[src/rtl/lst_pkg.sv]
// Shared types and constants of the LCD scanline and status-mode timer.
`timescale 1ns / 1ps
`default_nettype none

package lst_pkg;

    localparam int LINE_W = 8;

    // Configuration register indexes
    localparam logic [1:0] REG_DISPLAY_ENABLE     = 2'd0;
    localparam logic [1:0] REG_LINE_COMPARE       = 2'd1;
    localparam logic [1:0] REG_STATUS_IRQ_ENABLES = 2'd2;

    // Status mode codes
    localparam logic [1:0] MODE_HBLANK  = 2'd0;
    localparam logic [1:0] MODE_VBLANK  = 2'd1;
    localparam logic [1:0] MODE_OAMSCAN = 2'd2;
    localparam logic [1:0] MODE_DRAW    = 2'd3;

    // Bit positions in the status interrupt enables
    localparam int IRQ_HBLANK_BIT  = 0;
    localparam int IRQ_VBLANK_BIT  = 1;
    localparam int IRQ_OAMSCAN_BIT = 2;
    localparam int IRQ_COMPARE_BIT = 3;

    // Dot positions where the mode changes within a line
    localparam logic [7:0] OAM_SCAN_END = 8'd80;
    localparam logic [7:0] DRAW_END     = 8'd252;

    typedef struct packed {
        logic [LINE_W-1:0] line_count;
        logic [1:0]        last_mode;
        logic [1:0]        status_mode;
        logic              coincidence;
    } line_state_t;

    typedef struct packed {
        logic [LINE_W-1:0] line_number;
        logic [1:0]        display_mode;
        logic              compare_match;
        logic              vblank_request;
        logic              status_request;
        logic              line_done;
        logic [LINE_W-1:0] done_line_number;
    } result_t;

endpackage

`default_nettype wire

[src/rtl/lcd_scanline_mode_timer.sv]
// Top level of the LCD scanline and status-mode timer.
// Usage:
// - Input channel (in_valid/in_ready, dot_count): each request is one tick
//   of dot_count dot clocks. The timer advances its dot and line counters,
//   derives the status mode and raises vblank/status requests when enabled.
// - Output channel (out_valid/out_ready): exactly one result per request,
//   in order: line number, mode bits, coincidence bit, vblank and status
//   requests and a line-done strobe with the finished visible line.
// - Timing: the result is registered, valid in the cycle after acceptance.
// - Throughput: one request per cycle unless the output stalls. The timer
//   state updates in the same cycle the request is accepted; one result
//   register parts the channels, so a new request is taken whenever that
//   register is empty or drains in the same cycle.
// - Stall: while out_ready is low and a result waits, in_ready drops and
//   the timer state holds.
// - Configuration: cfg_write_en writes cfg_data into register cfg_index
//   (0 display enable, 1 line compare, 2 status interrupt enables) at once.
//   Writes to other indexes are dropped. Write only while idle.
// - Reset: counters, mode bits, coincidence and registers clear, the last
//   mode starts as OAM scan, and the result register empties.
`timescale 1ns / 1ps
`default_nettype none

module lcd_scanline_mode_timer #(
    parameter int DOTS_PER_LINE = 456,
    parameter int VISIBLE_LINES = 144,
    parameter int TOTAL_LINES   = 154
) (
    input  wire logic       clk,
    input  wire logic       rst_n,
    // configuration write port
    input  wire logic       cfg_write_en,
    input  wire logic [1:0] cfg_index,
    input  wire logic [7:0] cfg_data,
    // tick requests
    input  wire logic       in_valid,
    output logic            in_ready,
    input  wire logic [7:0] dot_count,
    // results
    output logic            out_valid,
    input  wire logic       out_ready,
    output logic [7:0]      line_number,
    output logic [1:0]      display_mode,
    output logic            compare_match,
    output logic            vblank_request,
    output logic            status_request,
    output logic            line_done,
    output logic [7:0]      done_line_number
);

    localparam int DOT_W = $clog2(DOTS_PER_LINE);
    localparam logic [DOT_W-1:0]           DOTS_D = DOT_W'(DOTS_PER_LINE);
    localparam logic [lst_pkg::LINE_W-1:0] VIS_L  = lst_pkg::LINE_W'(VISIBLE_LINES);
    localparam logic [lst_pkg::LINE_W-1:0] TOT_L  = lst_pkg::LINE_W'(TOTAL_LINES);

    // configuration registers
    logic                  display_enable_reg;
    logic [7:0]            line_compare_reg;
    logic [3:0]            status_irq_enables_reg;

    // timer state
    logic [DOT_W-1:0]      dot_position_reg;
    logic [DOT_W-1:0]      dot_position_next;
    lst_pkg::line_state_t  state_reg;
    lst_pkg::line_state_t  state_next;

    // result register
    logic                  out_valid_reg;
    lst_pkg::result_t      result_reg;
    lst_pkg::result_t      result_next;

    logic                  in_accept;

    // Take a request when the result register is empty or drains now.
    assign in_ready  = !out_valid_reg || out_ready;
    assign in_accept = in_valid && in_ready;

    always_ff @(posedge clk or negedge rst_n)
    begin
        if (!rst_n)
        begin
            display_enable_reg     <= 1'b0;
            line_compare_reg       <= '0;
            status_irq_enables_reg <= '0;
        end
        else if (cfg_write_en)
        begin
            unique case (cfg_index)
                lst_pkg::REG_DISPLAY_ENABLE:     display_enable_reg     <= cfg_data[0];
                lst_pkg::REG_LINE_COMPARE:       line_compare_reg       <= cfg_data;
                lst_pkg::REG_STATUS_IRQ_ENABLES: status_irq_enables_reg <= cfg_data[3:0];
                default:                         ;  // drop writes beyond the map
            endcase
        end
    end

    lst_next #(
        .DOTS_PER_LINE (DOTS_PER_LINE),
        .VISIBLE_LINES (VISIBLE_LINES),
        .TOTAL_LINES   (TOTAL_LINES),
        .DOT_W         (DOT_W)
    ) u_next (
        .display_enable     (display_enable_reg),
        .line_compare       (line_compare_reg),
        .status_irq_enables (status_irq_enables_reg),
        .dot_count          (dot_count),
        .dot_position       (dot_position_reg),
        .state              (state_reg),
        .dot_position_next  (dot_position_next),
        .state_next         (state_next),
        .result             (result_next)
    );

    // Advance the timer state only on an accepted request.
    always_ff @(posedge clk or negedge rst_n)
    begin
        if (!rst_n)
        begin
            dot_position_reg      <= '0;
            state_reg.line_count  <= '0;
            state_reg.last_mode   <= lst_pkg::MODE_OAMSCAN;
            state_reg.status_mode <= lst_pkg::MODE_HBLANK;
            state_reg.coincidence <= 1'b0;
        end
        else if (in_accept)
        begin
            dot_position_reg <= dot_position_next;
            state_reg        <= state_next;
        end
    end

    always_ff @(posedge clk or negedge rst_n)
    begin
        if (!rst_n)
            out_valid_reg <= 1'b0;
        else if (in_ready)
            out_valid_reg <= in_valid;
    end

    // Payload holds while the receiver stalls.
    always_ff @(posedge clk)
    begin
        if (in_accept)
            result_reg <= result_next;
    end

    assign out_valid        = out_valid_reg;
    assign line_number      = result_reg.line_number;
    assign display_mode     = result_reg.display_mode;
    assign compare_match    = result_reg.compare_match;
    assign vblank_request   = result_reg.vblank_request;
    assign status_request   = result_reg.status_request;
    assign line_done        = result_reg.line_done;
    assign done_line_number = result_reg.done_line_number;

    // The dot counter always stays inside one line.
    a_dot_in_line: assert property (@(posedge clk) disable iff (!rst_n)
        dot_position_reg < DOTS_D)
        else $error("dot position beyond end of line");

    // The line counter wraps at the total line count.
    a_line_wrap: assert property (@(posedge clk) disable iff (!rst_n)
        (TOT_L == VIS_L) || (state_reg.line_count < TOT_L))
        else $error("line counter past total lines");

    // A vblank request comes only with the first blank line.
    a_vblank_line: assert property (@(posedge clk) disable iff (!rst_n)
        out_valid && vblank_request |-> line_number == VIS_L)
        else $error("vblank request on wrong line");

    // A finished line reported for rendering is always visible.
    a_done_visible: assert property (@(posedge clk) disable iff (!rst_n)
        out_valid && line_done |-> done_line_number < VIS_L)
        else $error("line done on a blank line");

    // A waiting result blocks new requests, so state cannot run ahead.
    a_stall_blocks: assert property (@(posedge clk) disable iff (!rst_n)
        out_valid && !out_ready |=> $stable(state_reg) && $stable(dot_position_reg))
        else $error("timer state moved during output stall");

endmodule

`default_nettype wire

[src/rtl/lst_next.sv]
// Next-state and result logic for one dot tick of the scanline timer.
`timescale 1ns / 1ps
`default_nettype none

module lst_next #(
    parameter int DOTS_PER_LINE = 456,
    parameter int VISIBLE_LINES = 144,
    parameter int TOTAL_LINES   = 154,
    parameter int DOT_W         = 9
) (
    input  wire logic                  display_enable,
    input  wire logic [7:0]            line_compare,
    input  wire logic [3:0]            status_irq_enables,
    input  wire logic [7:0]            dot_count,
    input  wire logic [DOT_W-1:0]      dot_position,
    input  wire lst_pkg::line_state_t  state,
    output logic      [DOT_W-1:0]      dot_position_next,
    output lst_pkg::line_state_t       state_next,
    output lst_pkg::result_t           result
);

    localparam logic [DOT_W:0]            DOTS_L   = (DOT_W+1)'(DOTS_PER_LINE);
    localparam logic [DOT_W-1:0]          OAM_END  = DOT_W'(lst_pkg::OAM_SCAN_END);
    localparam logic [DOT_W-1:0]          DRAW_END = DOT_W'(lst_pkg::DRAW_END);
    localparam logic [lst_pkg::LINE_W-1:0] VIS_L   = lst_pkg::LINE_W'(VISIBLE_LINES);
    localparam logic [lst_pkg::LINE_W-1:0] TOT_L   = lst_pkg::LINE_W'(TOTAL_LINES);

    logic [DOT_W:0]                 dot_sum;
    logic                           line_end;
    logic [DOT_W-1:0]               dot_new;
    logic [lst_pkg::LINE_W-1:0]     line_inc;
    logic [lst_pkg::LINE_W-1:0]     line_new;
    logic                           coinc_new;
    logic [1:0]                     mode;

    // dot_count never reaches a full line, so at most one line ends per tick
    assign dot_sum  = {1'b0, dot_position} + (DOT_W+1)'(dot_count);
    assign line_end = (dot_sum >= DOTS_L);
    assign dot_new  = line_end ? DOT_W'(dot_sum - DOTS_L) : dot_sum[DOT_W-1:0];
    assign line_inc = state.line_count + lst_pkg::LINE_W'(1);

    always_comb
    begin
        line_new  = state.line_count;
        coinc_new = state.coincidence;
        if (line_end)
        begin
            coinc_new = (line_inc == line_compare);
            line_new  = (line_inc != VIS_L && line_inc == TOT_L) ? '0 : line_inc;
        end
    end

    always_comb
    begin
        priority if (line_new >= VIS_L)
            mode = lst_pkg::MODE_VBLANK;
        else if (dot_new < OAM_END)
            mode = lst_pkg::MODE_OAMSCAN;
        else if (dot_new < DRAW_END)
            mode = lst_pkg::MODE_DRAW;
        else
            mode = lst_pkg::MODE_HBLANK;
    end

    always_comb
    begin
        state_next        = state;
        dot_position_next = '0;
        result            = '0;
        if (!display_enable)
        begin
            // hold last mode and coincidence, clear the counters
            state_next.line_count  = '0;
            state_next.status_mode = lst_pkg::MODE_HBLANK;
            result.compare_match   = state.coincidence;
        end
        else
        begin
            dot_position_next      = dot_new;
            state_next.line_count  = line_new;
            state_next.coincidence = coinc_new;
            if (line_end && state.line_count < VIS_L)
            begin
                result.line_done        = 1'b1;
                result.done_line_number = state.line_count;
            end
            if (line_end && line_inc == VIS_L)
                result.vblank_request = 1'b1;
            if (line_end && coinc_new && status_irq_enables[lst_pkg::IRQ_COMPARE_BIT])
                result.status_request = 1'b1;
            if (mode != state.last_mode)
            begin
                state_next.last_mode   = mode;
                state_next.status_mode = mode;
                unique case (mode)
                    lst_pkg::MODE_HBLANK:
                        if (status_irq_enables[lst_pkg::IRQ_HBLANK_BIT])
                            result.status_request = 1'b1;
                    lst_pkg::MODE_VBLANK:
                        if (status_irq_enables[lst_pkg::IRQ_VBLANK_BIT])
                            result.status_request = 1'b1;
                    lst_pkg::MODE_OAMSCAN:
                        if (status_irq_enables[lst_pkg::IRQ_OAMSCAN_BIT])
                            result.status_request = 1'b1;
                    lst_pkg::MODE_DRAW:
                        ;
                endcase
            end
            result.line_number   = line_new;
            result.display_mode  = state_next.status_mode;
            result.compare_match = coinc_new;
        end
    end

endmodule

`default_nettype wire
[config.mk]
export PLATFORM = sky130hd
export DESIGN_NAME = lcd_scanline_mode_timer
export DESIGN_NICKNAME = d
export VERILOG_FILES = /design/src/rtl/lst_pkg.sv /design/src/rtl/lcd_scanline_mode_timer.sv /design/src/rtl/lst_next.sv
export SDC_FILE = /design/constraint.sdc
export NUM_CORES = 1
export LEC_CHECK = 0
export BUFFER_PORTS_ARGS = -buffer_cell sky130_fd_sc_hd__buf_2
export CAP_MARGIN = 20
export CORE_MARGIN = 5
export CORE_UTILIZATION = 59
export CTS_CLUSTER_DIAMETER = 80
export DETAILED_ROUTE_END_ITERATION = 7
export PLACE_DENSITY = 0.81
export SLEW_MARGIN = 20
export SYNTH_ARGS = -nofsm -noshare
export SYNTH_HDL_FRONTEND = slang
export SYNTH_HIERARCHICAL = 1
export SYNTH_SLANG_ARGS = --single-unit
export TNS_END_PERCENT = 10
[constraint.sdc]
create_clock -name clk -period 5.1 [get_ports clk]
set_input_delay 0.765 -clock clk [delete_from_list [all_inputs] [get_ports clk]]
set_output_delay 0.765 -clock clk [all_outputs]
set_load 0.01 [all_outputs]
==> summary.md <==
| Metric | Value |
|---|---|
| Synth warnings | 6 |
| Initial antenna violation count | 0 |
| Dpl ws | 746 ps |
| Final clock skew | 9.21 ps |
| Mapped Area | 3780 um^2 |
| CP arrival | 4280 ps |
| Final hold vios | 0 |
| CTS tree | yes |
| # diodes | 0 |
| Post-DP HPWL | 5570 um |
| Final setup vio count | 0 |
| F_max | 0.246 GHz |
| Max reg flops | 13 |
| GRT Util Overall | 0.197 |
| Setup TNS | 0 ps |
| DR WL/cell | 16.8 um |
| Sequential power share | 0.303 |
| Total grt overflow | 0 |
| Largest cells by area after synthesis | dfrtp_1 23%, edfxtp_1 17%, mux2_4 7.9% |
| EDFF count, synth | 22 |
| Sink Count | 58 |
| Cells after Synth | 349 |
| Power Dens Cells | 521 nW/um^2 |
| Clock network power share | 0.234 |
| Count of pins over their slew limit | 0 |
| First-pass GRT wire length | 13200 um |
| Worst-Skew Late Latency | 340 ps |
| Post_cts resized | 0 |
| CTS hold repair buffers | 0 |
| CP Class | in -> reg |
| Row cnt | 29 |
| Io pins | 47 |
| Drt pass-1 iters | 5 |
| Root buf cell | clkbuf_8 |
| Critical path data required time | 5320 ps |
| Gp weighted congestion | 0.937 |
| Leakage | 0.00182 uW |
| Internal cell power | 1350 uW |
| WL final | 7750 um |
| Nets@finish | 415 |
| Post-route ant nets | 0 |
| Buffers on Ports | 46 |
| Postcts setup bufs | 0 |
| Post-DR vias/cell | 5.97 |
| Vias | 2754 |
| Critical path capture point type | register |
| P&R area growth vs syn | 10.3% |
| Synth top area share | 0.232 |
| Die Span X | 90.0 um |
| R2R Setup Slk | 1190 ps |
| Worst Hold Class | reg -> reg |
| Initial Utilization | 0.602 |
| CTS H-tree lvls | 3 |
| Register area share after synthesis | 0.414 |
| Primary FF master, synth | dfrtp_1 |
| DRC | 0 |
| Total Die Area | 8100 um^2 |
| Switch share | 0.380 |
| Die Span Y | 90.0 um |
| Post-synth top area cell | dfrtp_1 |
| CP Launch Type | primary input |
| P_sw | 826 uW |
| Syn nets | 385 |
| Core Area | 6280 um^2 |
| IR drop worst, VDD | 0.306 mV |
| Comb pwr share | 0.463 |
| FF+latch count, synth | 58 |
| Max Cap Violations | 0 |
| Total CTS buffers | 9 |
| Netlist cell types | 67 |
| Largest net degree at the start of global routing | 37 |
| Vias in the first global route | 2707 |
| RSZ-0062 raised after global routing | false |
| Clock Tree Buf Depth | 2 |
| Final min period | 4060 ps |
| Fill cell count | 495 |
| Tightest Pin Transition | 904 ps |
| PnR worst setup slack | 1040 ps |
| Final period utilization | 0.796 |
| Iteration-0 DRC Markers | 194 |
| Status | finished, final reports clean |
| Worst relative slew slack | 0.397 |
| Asr flop ratio synth | 0.621 |
| Avg Inst Size Synth | 10.8 um^2 |
| Clock transition at the registers of the reported paths | 60 ps |
| CP Max Fanout | 13 |
| Share of post-route cells with drive strength above 1 | 0.294 |
## critical path: stages
cell,delay (ps)
buf_2,100
ha_1,210
fa_1,440
a211oi_1,370
o21a_1,240
xor2_1,260
nor2_1,170
a31o_4,330
and3_4,200
o31a_1,310
or2_1,250
a21oi_1,240
a221oi_2,120
mux2_4,280
## cell usage in the layout (no fill, tap or decap), types with 2 or more instances in the layout
cell type	synthesis	layout
a211oi_1	2	2
a21o_1	2	2
a21oi_1	19	19
and2_1	16	16
buf_2	3	46
bufinv_16	0	3
clkbuf_8	0	9
clkinv_2	0	2
dfrtp_1	35	35
edfxtp_1	22	22
ha_1	12	12
inv_1	11	11
mux2_2	17	17
mux2_4	20	20
mux2i_1	6	6
nand2_1	23	23
nand2b_1	3	3
nand3_1	13	13
nand3b_1	2	2
nand4_1	5	5
nor2_1	17	17
nor2b_1	2	2
nor3_1	11	11
nor3b_1	2	2
o211ai_1	7	7
o21a_1	3	3
o21ai_0	7	7
o21ai_1	3	3
o31a_1	3	3
or3_1	2	2
xnor2_1	13	13
xor2_1	10	10
## cell families after synthesis
logic type | synth area share
buf+inv | 0.0576
xor+xnor | 0.0533
simple gates | 0.152
fa+ha+maj | 0.0450
mux | 0.149
compound gates | 0.129
flops | 0.414
## worst paths after layout
kind                                startpoint                   to  cells past startpoint
setup reg to reg           dot_position_reg[0]         state_reg[1]                     13
min in group asynchronous                rst_n  line_compare_reg[5]                      1
max in group asynchronous                rst_n        state_reg[10]                      1
hold reg to reg                   state_reg[2]         state_reg[2]                      1
setup / recovery                  dot_count[0]         state_reg[1]                     14
hold / removal                    state_reg[2]         state_reg[2]                      1
## power by group through the flow
stage	combinational, uW	clock, uW	sequential (uW)
finish	1010	508	659
global route	1100	539	671
CTS	990	515	661
detailed placement	984	0	667
global placement	947	0	666
floorplan	848	0	645
## cells in the mapped netlist, types with 4 or more instances
cell      instances
dfrtp_1          35
nand2_1          23
edfxtp_1         22
mux2_4           20
a21oi_1          19
mux2_2           17
nor2_1           17
and2_1           16
nand3_1          13
xnor2_1          13
ha_1             12
buf_4            11
inv_1            11
nor3_1           11
xor2_1           10
clkbuf_1          8
o211ai_1          7
o21ai_0           7
mux2i_1           6
nand4_1           5
buf_6             4
## final cells by class
| class | count | area (um^2) | share of cell area |
|---|---|---|---|
| clock buffer | 9 | 124 | 0.0297 |
| multi-input combinational | 253 | 2000 | 0.479 |
| tap | 77 | 96.3 | 0.0231 |
| sequential | 58 | 1560 | 0.375 |
| timing repair buffer | 46 | 230 | 0.0552 |
| inverter | 11 | 41.3 | 0.00990 |
| clock inverter | 7 | 116 | 0.0279 |
## layer usage
metal / vias up / global-route usage / wire [um]
met4: 0 / 0.0670 / 98
li1: 1318 / - / -
met5: - / 0 / 0
met1: 1317 / 0.268 / 3460
met2: 109 / 0.302 / 3640
met3: 10 / 0.0543 / 550
## through the flow
step           cell area [um^2]  total power, uW  std cells  hold slack, ps   util
2_1_floorplan              3780             1490        349             469      -
3_3_place_gp               3930             1610        445             483  0.626
3_5_place_dp               3930             1650        445             495  0.626
4_1_cts                    4170             2170        461             514  0.664
5_1_grt                    4170             2310        461             531  0.664
6_report                   4170             2170        461             512  0.664
Note: power is estimated with default switching activity, not from simulation.
